$ cat src/design/ppd_pkg.sv
// ---------------------------------------------------------------------------
// ppd_pkg
// Types and constants shared by the packed packet-header deframer.
// ---------------------------------------------------------------------------
package ppd_pkg;

    // result kinds
    typedef enum logic [1:0] {
        KIND_NONE    = 2'd0,
        KIND_HEADER  = 2'd1,
        KIND_PAYLOAD = 2'd2,
        KIND_ERROR   = 2'd3
    } t_kind;

    // error codes
    typedef enum logic [1:0] {
        ERR_NONE       = 2'd0,
        ERR_LEN_TRUNC  = 2'd1,
        ERR_UNFINISHED = 2'd2,
        ERR_TOO_MANY   = 2'd3
    } t_err;

    // bytes in one big-endian length field
    localparam int unsigned LEN_FIELD_BYTES = 4;
    localparam int unsigned LEN_CNT_W       = $clog2(LEN_FIELD_BYTES);

    // one result item
    typedef struct packed {
        t_kind       kind;
        logic [15:0] tile_number;
        logic [31:0] header_length;
        logic [31:0] byte_in_header;
        logic [31:0] merged_offset;
        logic [7:0]  payload_byte;
        t_err        error_code;
    } t_result;

    // one input item
    typedef struct packed {
        logic [7:0] data_byte;
        logic       segment_end;
        logic       stream_end;
    } t_item;

endpackage

$ cat src/design/ppd_step.sv
// ---------------------------------------------------------------------------
// ppd_step
// Deframing state and the combinational update that turns one byte into
// one result: length assembly, payload tracking and error detection.
// ---------------------------------------------------------------------------
module ppd_step
    import ppd_pkg::*;
(
    input  logic    i_clk,
    input  logic    i_rst_n,
    input  logic    i_advance,
    input  t_item   i_item,
    output t_result o_result
);

    logic [LEN_CNT_W-1:0] r_len_cnt,  n_len_cnt;
    logic [31:0]          r_len_acc,  n_len_acc;
    logic [31:0]          r_remain,   n_remain;
    logic [31:0]          r_position, n_position;
    logic [16:0]          r_tiles,    n_tiles;
    logic [31:0]          r_merged,   n_merged;
    logic                 r_error,    n_error;

    logic [15:0] tile_prev;

    assign tile_prev = r_tiles[15:0] - 16'd1;

    // next state and result for the byte in the input register
    always_comb begin
        n_len_cnt  = r_len_cnt;
        n_len_acc  = r_len_acc;
        n_remain   = r_remain;
        n_position = r_position;
        n_tiles    = r_tiles;
        n_merged   = r_merged;
        n_error    = r_error;
        o_result   = '0;

        if (!r_error) begin
            if (r_remain != 32'd0) begin
                // payload byte of the current tile header
                o_result.kind           = KIND_PAYLOAD;
                o_result.tile_number    = tile_prev;
                o_result.header_length  = r_len_acc;
                o_result.byte_in_header = r_position;
                o_result.merged_offset  = r_merged;
                o_result.payload_byte   = i_item.data_byte;
                n_remain   = r_remain - 32'd1;
                n_position = r_position + 32'd1;
                n_merged   = r_merged + 32'd1;
            end else begin
                // length field byte, most significant first
                if (r_len_cnt == '0) begin
                    n_len_acc = {24'd0, i_item.data_byte};
                end else begin
                    n_len_acc = {r_len_acc[23:0], i_item.data_byte};
                end
                n_len_cnt = r_len_cnt + LEN_CNT_W'(1);
                if (r_len_cnt == LEN_CNT_W'(LEN_FIELD_BYTES - 1)) begin
                    if (r_tiles[16]) begin
                        o_result            = '0;
                        o_result.kind       = KIND_ERROR;
                        o_result.error_code = ERR_TOO_MANY;
                        n_error             = 1'b1;
                    end else begin
                        o_result.kind          = KIND_HEADER;
                        o_result.tile_number   = r_tiles[15:0];
                        o_result.header_length = n_len_acc;
                        o_result.merged_offset = r_merged;
                        n_tiles    = r_tiles + 17'd1;
                        n_remain   = n_len_acc;
                        n_position = 32'd0;
                    end
                end
            end

            // framing errors at segment or stream end
            if (!n_error) begin
                if ((i_item.segment_end || i_item.stream_end) && n_len_cnt != '0) begin
                    o_result            = '0;
                    o_result.kind       = KIND_ERROR;
                    o_result.error_code = ERR_LEN_TRUNC;
                    n_error             = 1'b1;
                end else if (i_item.stream_end && n_remain != 32'd0) begin
                    o_result            = '0;
                    o_result.kind       = KIND_ERROR;
                    o_result.error_code = ERR_UNFINISHED;
                    n_error             = 1'b1;
                end
            end
        end

        // stream end returns everything to reset
        if (i_item.stream_end) begin
            n_len_cnt  = '0;
            n_len_acc  = '0;
            n_remain   = '0;
            n_position = '0;
            n_tiles    = '0;
            n_merged   = '0;
            n_error    = 1'b0;
        end
    end

    // state registers
    always_ff @(posedge i_clk) begin
        if (!i_rst_n) begin
            r_len_cnt  <= '0;
            r_len_acc  <= '0;
            r_remain   <= '0;
            r_position <= '0;
            r_tiles    <= '0;
            r_merged   <= '0;
            r_error    <= 1'b0;
        end else if (i_advance) begin
            r_len_cnt  <= n_len_cnt;
            r_len_acc  <= n_len_acc;
            r_remain   <= n_remain;
            r_position <= n_position;
            r_tiles    <= n_tiles;
            r_merged   <= n_merged;
            r_error    <= n_error;
        end
    end

endmodule

$ cat src/design/ppd_out_reg.sv
// ---------------------------------------------------------------------------
// ppd_out_reg
// Result register with valid/stall flow control; it can be reloaded in the
// same cycle its current result is taken.
// ---------------------------------------------------------------------------
module ppd_out_reg
    import ppd_pkg::*;
(
    input  logic    i_clk,
    input  logic    i_rst_n,
    input  logic    i_load_valid,
    input  t_result i_result,
    output logic    o_can_load,
    input  logic    i_stall,
    output logic    o_valid,
    output t_result o_result
);

    logic    r_valid;
    t_result r_result;

    // room when empty or when the held result leaves this cycle
    assign o_can_load = !r_valid || !i_stall;

    // valid flag
    always_ff @(posedge i_clk) begin
        if (!i_rst_n) begin
            r_valid <= 1'b0;
        end else if (o_can_load) begin
            r_valid <= i_load_valid;
        end
    end

    // result payload
    always_ff @(posedge i_clk) begin
        if (o_can_load && i_load_valid) begin
            r_result <= i_result;
        end
    end

    assign o_valid  = r_valid;
    assign o_result = r_result;

endmodule

$ cat src/design/ppm_packet_header_deframer.sv
// ---------------------------------------------------------------------------
// ppm_packet_header_deframer
// Splits packed packet-header marker data into tile header announcements
// and payload bytes.
// ---------------------------------------------------------------------------
// Takes one marker-segment data byte per transfer and gives exactly one
// result per byte, kind 0 to 3. A byte sits first in the input register,
// is processed by the combinational deframing logic and lands in the result
// register. One byte is taken every cycle while the result side does not
// stall; the rate is set by the single combinational update of the length
// and payload counters. A stall on the result side propagates back to the
// input within the same cycle once both registers are full. Errors hold the
// block silent until the stream-end byte.
module ppm_packet_header_deframer
    import ppd_pkg::*;
(
    input  logic        i_clk,
    input  logic        i_rst_n,
    input  logic        i_valid,
    output logic        o_stall,
    input  logic [7:0]  i_data_byte,
    input  logic        i_segment_end,
    input  logic        i_stream_end,
    output logic        o_valid,
    input  logic        i_stall,
    output logic [1:0]  o_kind,
    output logic [15:0] o_tile_number,
    output logic [31:0] o_header_length,
    output logic [31:0] o_byte_in_header,
    output logic [31:0] o_merged_offset,
    output logic [7:0]  o_payload_byte,
    output logic [1:0]  o_error_code
);

    logic    r_in_valid;
    t_item   r_in_item;
    logic    out_can_load;
    logic    advance;
    t_result step_result;
    t_result out_result;

    assign advance = r_in_valid && out_can_load;
    assign o_stall = r_in_valid && !out_can_load;

    // input register
    always_ff @(posedge i_clk) begin
        if (!i_rst_n) begin
            r_in_valid <= 1'b0;
        end else if (!o_stall) begin
            r_in_valid <= i_valid;
        end
    end

    always_ff @(posedge i_clk) begin
        if (!o_stall && i_valid) begin
            r_in_item <= '{data_byte: i_data_byte, segment_end: i_segment_end,
                           stream_end: i_stream_end};
        end
    end

    // deframing logic and state
    ppd_step u_step (
        .i_clk     (i_clk),
        .i_rst_n   (i_rst_n),
        .i_advance (advance),
        .i_item    (r_in_item),
        .o_result  (step_result)
    );

    // result register
    ppd_out_reg u_out_reg (
        .i_clk        (i_clk),
        .i_rst_n      (i_rst_n),
        .i_load_valid (r_in_valid),
        .i_result     (step_result),
        .o_can_load   (out_can_load),
        .i_stall      (i_stall),
        .o_valid      (o_valid),
        .o_result     (out_result)
    );

    assign o_kind           = out_result.kind;
    assign o_tile_number    = out_result.tile_number;
    assign o_header_length  = out_result.header_length;
    assign o_byte_in_header = out_result.byte_in_header;
    assign o_merged_offset  = out_result.merged_offset;
    assign o_payload_byte   = out_result.payload_byte;
    assign o_error_code     = out_result.error_code;

endmodule

$ cat config.mk
export PLATFORM = sky130hd
export DESIGN_NAME = ppm_packet_header_deframer
export DESIGN_NICKNAME = d
export VERILOG_FILES = /design/src/design/ppd_pkg.sv /design/src/design/ppd_step.sv /design/src/design/ppd_out_reg.sv /design/src/design/ppm_packet_header_deframer.sv
export SDC_FILE = /design/constraint.sdc
export NUM_CORES = 1
export LEC_CHECK = 0
export ABC_AREA = 0
export BUFFER_PORTS_ARGS = -buffer_cell sky130_fd_sc_hd__buf_2
export CORE_ASPECT_RATIO = 0.7
export CORE_UTILIZATION = 53
export DETAILED_ROUTE_END_ITERATION = 10
export PLACE_DENSITY = 0.76
export SYNTH_ARGS = -nofsm -noshare
export SYNTH_HDL_FRONTEND = slang
export SYNTH_SLANG_ARGS = --single-unit
export TNS_END_PERCENT = 5
$ cat constraint.sdc
create_clock -name i_clk -period 5.4 [get_ports i_clk]
set_input_delay 0.54 -clock i_clk [delete_from_list [all_inputs] [get_ports i_clk]]
set_output_delay 0.54 -clock i_clk [all_outputs]
set_load 0.01 [all_outputs]
==> results_dict.tcl <==
set metrics [dict create \
    run_status "completed" \
    synth_seq_area_share 0.5414 \
    mappedNetlistArea_um2 12980 \
    number_of_iterations_in_the_first_detailed_routing_pass 6 \
    area_growth_pct 15.22 \
    grt_first_pass_wirelength_um 54570 \
    highest_clock_frequency_the_design_can_meet_ghz 0.1947 \
    regToRegSetupSlack_ps 260 \
    grt_util_all_layers 0.2751 \
    worst_skew_pair.late_latency_ps 540 \
    port_buffers 139 \
    via_count_of_the_first_global_routing_pass 9715 \
    viasPerCell 5.954 \
    synth_cells 1341 \
    critical_path_required_ps 5790 \
    setup-violations-final 0 \
    chipHeight_um 132.9 \
    synth-warning-count 0 \
    start_kind "flop" \
    leading_cell_types_by_total_area_after_synthesis "edfxtp_1 (31%), dfxtp_1 (23%), nor2_1 (6.4%)" \
    placeableCoreArea_um2 23820 \
    synth-seq-cells 284 \
    post-route-min-period_ps 5136 \
    synth.net_count 1362 \
    grt_antenna_before_repair 0 \
    max_cap_violations 0 \
    layout_commonest_cell "nor2_1" \
    final_cell_mix "nor2_1 (223), dfxtp_1 (150), buf_2 (139)" \
    post-dp-hpwl_um 23930 \
    pin_count 140 \
    synth_area_leader_cell "edfxtp_1" \
    max_slew_violation_count 0 \
    clock_sinks 284 \
    timing_worst_slew_pin_value_ps 978.4 \
    synth_area_per_cell_um2 9.679 \
    dr_total_vias 10740 \
    gr_overflow_total 0 \
    synth-edff-count 134 \
    rsz_0062_raised_after_global_routing "no" \
    rows 47 \
    routed_wire_length_per_instance_um 19.31 \
    yosysTopAreaCellShare 0.3100 \
    final-hold-violation-count 0 \
    detail_route.iter0.violations 1140 \
    cts_tree "yes" \
    final_net_count 1485 \
    post_cts_repair_resize_count 0 \
    worstPathMaxFanout 26 \
    worst-endpoint-arrival_ps 5520 \
    clk_root_buffer_cell "clkbuf_16" \
    htreeDepth 1 \
    routed_wirelength_um 34820 \
    layout-drive-gt1-share 0.1798 \
    grt_max_degree 72 \
    antennaDiodeCount 0 \
    post_synth_num_cell_types 70 \
    postCtsHoldBufs 0 \
    worst_hold_path_type "input pin to flop" \
    end_kind "flop" \
    dieArea_um2 25130 \
    fin_worst_skew_ps 15.02 \
    totalNegativeSetupSlack_ps 0 \
    clock_buffer_count_from_cts 27 \
    synth-main-ff-cell "dfxtp_1" \
    gp_congestion 0.9745 \
    slew_limit_headroom 0.3456 \
    clock_tree.buffer_depth 3 \
    synthArstFlopShare 0 \
    hold-worst-slack_ps 175.0 \
    fin_crit_sh 0.9511 \
    ant_nets 0 \
    cts.reportedPaths.clkPinSlew_ps 60 \
    worst-setup-path-type "flop to flop" \
    die-width_um 189.0 \
    initial_core_utilization 0.5450 \
    postCtsSetupRepairBufs 0 \
    detail_route.drc_violations 0 \
]
==> cell usage after synthesis (8+ instances only) <==
| cell type | instances |
|---|---|
| nor2_1 | 223 |
| dfxtp_1 | 150 |
| edfxtp_1 | 134 |
| nand2_1 | 128 |
| clkbuf_1 | 66 |
| a22oi_1 | 60 |
| a21oi_1 | 59 |
| nand3_1 | 57 |
| xor2_1 | 51 |
| o21ai_0 | 43 |
| and2_1 | 41 |
| nor3_1 | 27 |
| xnor2_1 | 27 |
| nand4_1 | 24 |
| a21oi_2 | 21 |
| and3_1 | 20 |
| or3_1 | 19 |
| nor4_1 | 18 |
| or4_1 | 17 |
| inv_1 | 16 |
| a211oi_1 | 8 |
| and4_1 | 8 |
| nand2b_1 | 8 |
==> worst max-delay path, cell delays in order, from the launching register on <==
cell	delay [ps]
dfxtp_1	380
inv_1	150
ha_1	320
nor4b_2	690
nand2_1	300
or4_4	710
a21oi_2	170
nor3_1	80
or4b_4	550
or3_1	400
o41a_2	760
buf_4	320
nor2_1	130
==> flip-flops by register name, summed over array words and instances, names as in the netlist <==
| signal | flops |
|---|---|
| u_step.r_remain | 32 |
| u_out_reg.o_valid | 1 |
| u_out_reg.o_result | 124 |
| u_step.r_len_acc | 32 |
| r_in_item | 10 |
| u_step.r_tiles | 17 |
| u_step.r_len_cnt | 2 |
| u_step.r_position | 32 |
| u_step.r_error | 1 |
| r_in_valid | 1 |
| u_step.r_merged | 32 |
==> final cells by class <==
type	instances	area, um2
Clock buffer	44	809.5
Fill cell	2006	8861
Clock inverter	6	75.07
Inverter	18	71.32
Tap cell	318	397.9
Multi-Input combinational cell	958	5597
Sequential cell	284	7027
Timing Repair Buffer	175	978.4
==> metal layers <==
layer | vias to the layer above | global-route usage | wire, um
li1 | 5063 | - | -
met1 | 5097 | 0.4131 | 15740
met2 | 525 | 0.3866 | 14320
met3 | 50 | 0.07613 | 4050
met4 | 0 | 0.07303 | 712
met5 | - | 0 | 0
==> kinds of logic (layout without fill, tap and decap cells) <==
family / Yosys count / in the layout / share of synthesized area
flip-flops: 284 / 284 / 0.5414
multiplexers: 10 / 10 / 0.008387
AO/OA/AOI/OAI: 247 / 247 / 0.1290
AND/OR/NAND/NOR: 616 / 616 / 0.2300
adder cells (fa/ha/maj): 7 / 7 / 0.006747
buffers and inverters: 99 / 243 / 0.03191
XOR/XNOR: 78 / 78 / 0.05263
==> final timing paths <==
kind	from	to	cells after the start
setup reg to reg	u_step.r_remain[0]	u_out_reg.o_result[121]	12
hold reg to reg	u_step.r_position[29]	u_step.r_position[29]	2
setup / recovery	u_step.r_remain[0]	u_out_reg.o_result[121]	12
hold / removal	i_stream_end	r_in_item[0]	1
==> per-stage QoR <==
step           instances  setup slack (ps)    util  cell area [um2]
6_report            1803             263.9  0.6279            14960
3_5_place_dp        1753             408.6  0.5908            14070
5_1_grt             1803             95.74  0.6279            14960
2_1_floorplan       1341              1184       -            12980
4_1_cts             1803             379.8  0.6279            14960
3_3_place_gp        1753             565.9  0.5908            14070
Power is left out: the tool's default activity adds up to more than one toggle a clock period on the data nets, which glitch-free logic cannot reach.
